<file path="src/rtl/stbs_pkg.sv">
package stbs_pkg;

   localparam int TABLE_DEPTH = 1024;
   localparam int IDX_W = $clog2(TABLE_DEPTH);
   localparam int COUNT_W = IDX_W + 1;
   localparam int WORD_W = 32;

   localparam logic FUNC_WRITE = 1'b0;
   localparam logic FUNC_SEARCH = 1'b1;

   typedef enum logic [1:0] {
      ST_IDLE,
      ST_READ,
      ST_CMP,
      ST_DONE
   } state_type;

   typedef struct packed {
      logic write_entry;
      logic load_search;
      logic probe;
      logic update;
      logic emit;
   } cmd_type;

   typedef struct packed {
      logic range_empty;
      logic hit;
      logic slot_free;
   } status_type;

endpackage

</file>
<file path="src/rtl/stbs_ctrl.sv">
module stbs_ctrl (
   input  logic                 clock,
   input  logic                 reset,
   input  logic                 req_valid,
   input  logic                 req_func,
   output logic                 req_ready,
   input  stbs_pkg::status_type status,
   output stbs_pkg::cmd_type    cmd
);

   stbs_pkg::state_type state_ff;
   stbs_pkg::state_type state_in;

   always_ff @(posedge clock) begin
      if (reset) begin
         state_ff <= stbs_pkg::ST_IDLE;
      end else begin
         state_ff <= state_in;
      end
   end

   always_comb begin
      state_in = state_ff;
      case (state_ff)
         stbs_pkg::ST_IDLE: begin
            if (req_valid && req_func == stbs_pkg::FUNC_SEARCH) begin
               state_in = stbs_pkg::ST_READ;
            end
         end
         stbs_pkg::ST_READ: begin
            if (status.range_empty) begin
               state_in = stbs_pkg::ST_DONE;
            end else begin
               state_in = stbs_pkg::ST_CMP;
            end
         end
         stbs_pkg::ST_CMP: begin
            if (status.hit) begin
               state_in = stbs_pkg::ST_DONE;
            end else begin
               state_in = stbs_pkg::ST_READ;
            end
         end
         stbs_pkg::ST_DONE: begin
            if (status.slot_free) begin
               state_in = stbs_pkg::ST_IDLE;
            end
         end
         default: begin
            state_in = stbs_pkg::ST_IDLE;
         end
      endcase
   end

   always_comb begin
      req_ready = 1'b0;
      cmd = '0;
      case (state_ff)
         stbs_pkg::ST_IDLE: begin
            req_ready = 1'b1;
            cmd.write_entry = req_valid && req_func == stbs_pkg::FUNC_WRITE;
            cmd.load_search = req_valid && req_func == stbs_pkg::FUNC_SEARCH;
         end
         stbs_pkg::ST_READ: begin
            cmd.probe = !status.range_empty;
         end
         stbs_pkg::ST_CMP: begin
            cmd.update = 1'b1;
         end
         stbs_pkg::ST_DONE: begin
            cmd.emit = status.slot_free;
         end
         default: begin
            req_ready = 1'b0;
         end
      endcase
   end

endmodule

</file>
<file path="config.mk">
export PLATFORM = sky130hd
export DESIGN_NAME = stbs_ctrl
export DESIGN_NICKNAME = d
export VERILOG_FILES = /design/src/rtl/stbs_pkg.sv /design/src/rtl/stbs_ctrl.sv
export SDC_FILE = /design/constraint.sdc
export NUM_CORES = 1
export LEC_CHECK = 0
export ABC_AREA = 1
export BUFFER_PORTS_ARGS = -buffer_cell sky130_fd_sc_hd__clkbuf_2
export CAP_MARGIN = 20
export CORE_AREA = 2 2 39 41
export DETAILED_ROUTE_END_ITERATION = 10
export DIE_AREA = 0 0 41 43
export PLACE_DENSITY = 0.35
export SYNTH_ARGS = -nofsm -noshare
export SYNTH_HDL_FRONTEND = slang
export SYNTH_SLANG_ARGS = --single-unit
export TNS_END_PERCENT = 30
</file>
<file path="constraint.sdc">
create_clock -name clock -period 0.9 [get_ports clock]
set_clock_uncertainty 0.2 [all_clocks]
set_input_delay 0.225 -clock clock [delete_from_list [all_inputs] [get_ports clock]]
set_output_delay 0.225 -clock clock [all_outputs]
set_load 0.1 [all_outputs]
</file>
==> results of run 1 <==
-- where the power goes --
group / switching, uW / internal [uW]
logic: 221 / 132
clock network: 49.8 / 147
registers: 23.3 / 99.6
-- stage by stage --
step,worst slack (ps),TNS (ps),instance area (um^2)
final,-564,-3400,378
after floorplan,-1050,-4700,153
after CTS,-581,-3540,373
after global placement,-354,-2250,345
after global routing,-590,-3810,378
after detailed placement,-359,-2290,345
-- worst min-delay path by stage --
stage                     startpoint                  endpoint  slack, ps  cells past startpoint
after floorplan            status[1]  state_ff[1]$_SDFFE_PP0P_        180                      2
after CTS                  status[1]  state_ff[1]$_SDFFE_PP0P_         50                      3
after global placement     status[1]  state_ff[1]$_SDFFE_PP0P_        290                      3
final                      status[1]  state_ff[1]$_SDFFE_PP0P_         60                      3
after detailed placement   status[1]  state_ff[1]$_SDFFE_PP0P_        290                      3
after global routing       status[1]  state_ff[1]$_SDFFE_PP0P_         90                      3
-- timing repair --
action	4_1_cts	5_1_grt
pin swaps	2	0
endpoints found under the setup margin	8	8
gates resized for setup	3	2
gates cloned	0	0
-- cell type report --
cell class | count | area, um^2
flip-flops and latches | 2 | 47.5
inverters | 5 | 18.8
well taps | 16 | 20.0
multi-input cells | 14 | 96.3
clock buffers | 3 | 22.5
repair buffers | 15 | 173
fillers | 151 | 1010
-- kinds of logic (layout without fill, tap and decap cells) --
group,count (synthesis),count (layout)
buffers and inverters,5,23
AO/OA/AOI/OAI,1,1
flip-flops,2,2
AND/OR/NAND/NOR,13,13
-- synthesized netlist by cell type (all sizes together) --
cell type / count / area, um^2
nor2: 5 / 23.8
nand2: 5 / 18.8
dfxtp: 2 / 40.0
nor3: 1 / 5.00
a21oi: 1 / 5.00
nand3: 2 / 10.0
inv: 5 / 18.8
-- layer usage --
layer  share of wire  vias to the layer above  GRT usage  wire [um]
li1                -                      100          -          -
met1            0.42                       76     0.0673        174
met2            0.42                       13     0.0750        171
met3            0.16                        0     0.0262         66
met4               0                        0     0.0800          0
met5               0                        -          0          0
-- cell usage in the layout (no fill, tap or decap), types with 2 or more instances in the layout --
cell      n
dfxtp_4   2
nand2_1   4
nor2_2    2
nor2_4    2
buf_4     3
inv_1     3
buf_12    6
inv_2     2
clkbuf_4  3
clkbuf_2  6
-- critical path: stages, from the launching register on --
cell and delay, ps:
dfxtp_4 360, nor2_4 110, nand2_2 70, nor2_4 100
buf_12 180
==> impl_results.md, run 1 <==
- Setup crit end: cmd[4]
- Synthesized area per cell: 5.78 um^2
- Worst Setup Start Kind: register
- Status: complete, but fails checks
- CORE AREA: 1380 um^2
- Synth warn: 0
- Final Cycle Share: 1.63
- Netlist cell types: 8
- Drt initial violations: 1
- Mux cell area share after synthesis: 0
- Layout cells sized above 1: 0.744
- Number of diodes: 0
- Global route overflow: 0
- Clock transition at path regs: 30 ps
- Antenna Nets Post-Route: 0
- RR Endpoint: state_ff[0]$_SDFFE_PP0P_
- Syn Nets: 28
- Final hold violation count: 0
- Via count: 189
- Max-slew headroom: 0.882
- Placed Cells: 52
- Largest register FFs: 2
- Post-synthesis cell count: 21
- Fin crit period: 1460 ps
- Clock Sinks: 2
- Setup Buffers After CTS: 0
- #FFs+latches synth: 2
- Post-Synth XOR/XNOR Area: 0
- Largest Register: state_ff
- R2r setup slk: -170 ps
- Reg2Reg Depth: 5
- Die area: 1760 um^2
- Die width: 41 um
- Synth Area in Adders: 0
- Seq/Total Area, Yosys: 0.330
- Crit path arrival time: 1040 ps
- WL/cell: 7.49 um
- RePlAce Congestion: 0.583
- Synth Area in Simple Gates: 0.474
- Layout area overhead: 211%
- NumNets Final: 48
- Post-Route Utilization: 0.273
- Largest family of logic cells by synthesized area: simple AND/OR/NAND/NOR gates
- CP Max Fanout: 5
- Max-slew violation count: 0
- Count of final setup violators: 8
- Setup CP Type: register to output pin
- IO Port Bufs: 12
- CP Capture Type: output pin
- Residual DRC: 0
- Max cap viols: 0
- Worst vdd ir: 0.402 mV
- Failing checks: setup timing
- Non-filler instance count after layout: 55
- Biggest regs: state_ff: 2 flops
- Insertion delay to the later sink of the worst-skew pair: 220 ps
- Synthesized area: 121 um^2
- Leak pwr: 0.000185 uW
- Hold Slack: 61.4 ps
- Vias per inst: 3.44
- Post-synthesis compound-gate area fraction: 0.0412
- CP required: 470 ps
- Post-CTS Hold Buffers: 0
- Post-DP HPWL: 343 um
- Vias in the first global route: 193
- CTS buffer count: 3
- PwrDens: 1780 nW/um^2
- Reg2reg start: state_ff[1]$_SDFFE_PP0P_
- Achievable Freq: 683 MHz
- # IOs: 13
- H-tree levels: 1
- CTS tree: done
- Setup WS post-layout: -564 ps
- Initial Utilization: 0.0877
- DRT Pass-1 Iters: 2
- Total power: 672 uW
- Crit. Startpoint: state_ff[1]$_SDFFE_PP0P_
- Die H: 43 um
- Worst-Margin Slew: 177 ps
- Maximum number of buffers from clock root to sink: 2
- Clk root buf: clkbuf_4
- RSZ-0062 raised after global routing: yes
- Site row count: 14
- Final wirelength: 412 um
- Hold WC Path Type: input pin to register
- Global-route wire length before repair: 683 um
- Largest net degree at the start of global routing: 7
- GRT Total Usage: 0.0622
- Initial antenna violation count: 0
Power figures use the tool's default switching activity.
==> run 2: changes to the inputs <==
--- a/config.mk
+++ b/config.mk
@@ -5,13 +5,12 @@
 export SDC_FILE = /design/constraint.sdc
 export NUM_CORES = 1
 export LEC_CHECK = 0
-export ABC_AREA = 1
 export BUFFER_PORTS_ARGS = -buffer_cell sky130_fd_sc_hd__clkbuf_2
 export CAP_MARGIN = 20
 export CORE_AREA = 2 2 39 41
 export DETAILED_ROUTE_END_ITERATION = 10
 export DIE_AREA = 0 0 41 43
-export PLACE_DENSITY = 0.35
+export PLACE_DENSITY = 0.36
 export SYNTH_ARGS = -nofsm -noshare
 export SYNTH_HDL_FRONTEND = slang
 export SYNTH_SLANG_ARGS = --single-unit
==> impl_results.md, run 2 <==
- Antenna Nets Post-Route: 0
- Post-synth top area share: 0.320
- Clock Sinks: 2
- Worst vdd ir: 0.810 mV
- Residual DRC: 0
- Placed Cells: 47
- Global-route wire length before repair: 793 um
- WL/cell: 10.6 um
- Failing checks: setup timing
- Multi-input gate area: 144 um^2
- Achievable Freq: 646 MHz
- Setup CP Type: register to output pin
- DRT Pass-1 Iters: 1
- Die H: 43 um
- Worst Setup Start Kind: register
- Placed Area: 384 um^2
- Syn Nets: 20
- #FFs+latches synth: 2
- Vias per inst: 3.78
- Clock transition at path regs: 30 ps
- Die width: 41 um
- Final hold violation count: 0
- # IOs: 13
- Clk root buf: clkbuf_4
- Ys flop type: dfxtp_1
- CTS tree: done
- Hold WC Path Type: input pin to register
- Seq/Total Area, Yosys: 0.320
- H-tree levels: 1
- Insertion delay to the later sink of the worst-skew pair: 230 ps
- Largest net degree at the start of global routing: 7
- Fraction of registers with async set or reset after synthesis: 0
- Grt met3 use: 0.0733
- Synth warn: 0
- Largest register FFs: 2
- Initial antenna violation count: 0
- CORE AREA: 1380 um^2
- GRT Total Usage: 0.0711
- RePlAce Congestion: 0.598
- Cell area after layout: 433 um^2
- Drt initial violations: 0
- Via count: 189
- Netlist cell types: 12
- Biggest regs: state_ff: 2 flops
- M2 GR Usage: 0.0938
- Leak pwr: 0.000180 uW
- Count of final setup violators: 8
- Non-filler instance count after layout: 50
- Top Usage Layer GRT: met2
- Post-DP HPWL: 417 um
- Max cap viols: 0
- Largest Register: state_ff
- RSZ-0062 raised after global routing: yes
- Fin crit period: 1550 ps
- Final wirelength: 528 um
- Top-count cell post-synth: dfxtp_1
- Synthesized area per cell: 9.62 um^2
- Fillers: 148
- Most frequent cells in the layout: 6 x clkbuf_2, 6 x buf_12, 5 x buf_4, 3 x clkbuf_4
- Number of diodes: 0
- Synthesized area: 125 um^2
- Yosys top cell by area: dfxtp_1
- Worst-Margin Slew: 273 ps
- CP required: 470 ps
- Register area: 47.5 um^2
- Post-synthesis cell count: 13
- Site row count: 14
- Max-slew headroom: 0.817
- Layout cells sized above 1: 0.912
- Pre-CTS WS: -427 ps
- Final Cycle Share: 1.72
- Die area: 1760 um^2
- Status: complete, but fails checks
- CTS buffer count: 3
- Layout area overhead: 246%
- Post-Route Utilization: 0.313
- Global route overflow: 0
- Synth area leaders: dfxtp_1 32%, a2111oi_2 12%, and3_4 9.0%
- R2r setup slk: -280 ps
- Number of synthesized flops with an enable pin: 0
- CP Max Fanout: 5
- Initial Utilization: 0.0904
- PwrDens: 1690 nW/um^2
- Crit path arrival time: 1120 ps
- Vias in the first global route: 189
- Met1 Use GR: 0.0764
- Max-slew violation count: 0
- NumNets Final: 43
- IO Port Bufs: 12
- Setup WS post-layout: -649 ps
- Maximum number of buffers from clock root to sink: 2
- CP Capture Type: output pin
run 2: cell count changes in the layout (fill, tap and decap cells not counted), sizes merged:
cell	previous run	this run
nor3b	0	1
a21bo	0	1
and3	0	2
nor2	5	1
inv	5	0
nand2	5	1
nand3	2	0
buf	9	12
nor2b	0	1
a2111oi	0	1
nor4b	0	1
nor3	1	0
nand3b	0	1
run 2: layer usage:
metal / vias up / share of wire
met5: - / 0
met4: 0 / 0
met3: 0 / 0.17
met2: 15 / 0.43
met1: 80 / 0.39
li1: 94 / -
run 2: kinds of logic (layout without fill, tap and decap cells):
| kind of cell | after synthesis | after routing | share of synthesized area |
|---|---|---|---|
| and+or+nand+nor | 8 | 8 | 0.440 |
| buffers and inverters | 0 | 21 | 0 |
| DFF | 2 | 2 | 0.320 |
| AOI/OAI and AO/OA | 3 | 3 | 0.240 |
run 2: worst max-delay path, cell delays in order (launching register included):
cell	delay (ps)
dfxtp_4	360
nor4b_4	320
buf_12	220
run 2: power by group:
group          internal [uW]  switching, uW  leakage, uW
registers                100           24.3    0.0000178
logic                    177            231     0.000149
clock network            147           53.4    0.0000138
total                    424            309     0.000180
run 2: cell type report:
| class | instances | share of cell area |
|---|---|---|
| Multi-Input combinational cell | 11 | 0.332 |
| Clock buffer | 3 | 0.0520 |
| Tap cell | 16 | 0.0462 |
| Sequential cell | 2 | 0.110 |
| Timing Repair Buffer | 18 | 0.460 |
run 2: what timing repair did:
item / CTS / global route
hold endpoints to repair: 2 / 0
pin swaps: 2 / 0
gates resized for setup: 2 / 3
setup buffers: 0 / 0
endpoints found under the setup margin: 8 / 8
run 2: stage by stage:
stage                     setup TNS [ps]  hold slack, ps  total power, uW
after floorplan                    -5210            86.7              349
after global placement             -2740             217              512
after detailed placement           -2820             221              514
after CTS                          -4150           -20.0              733
after global routing               -4330            8.35              773
final                              -3960            7.61              733
run 2: path summary, 6_finish.rpt:
| check | startpoint | endpoint | depth (start not counted) |
|---|---|---|---|
| worst max-delay path | state_ff[0]$_SDFFE_PP0P_ | cmd[4] | 2 |
| worst min-delay path | reset | state_ff[0]$_SDFFE_PP0P_ | 2 |
| worst max register to register | state_ff[1]$_SDFFE_PP0P_ | state_ff[0]$_SDFFE_PP0P_ | 2 |
| worst min register to register | state_ff[1]$_SDFFE_PP0P_ | state_ff[1]$_SDFFE_PP0P_ | 3 |
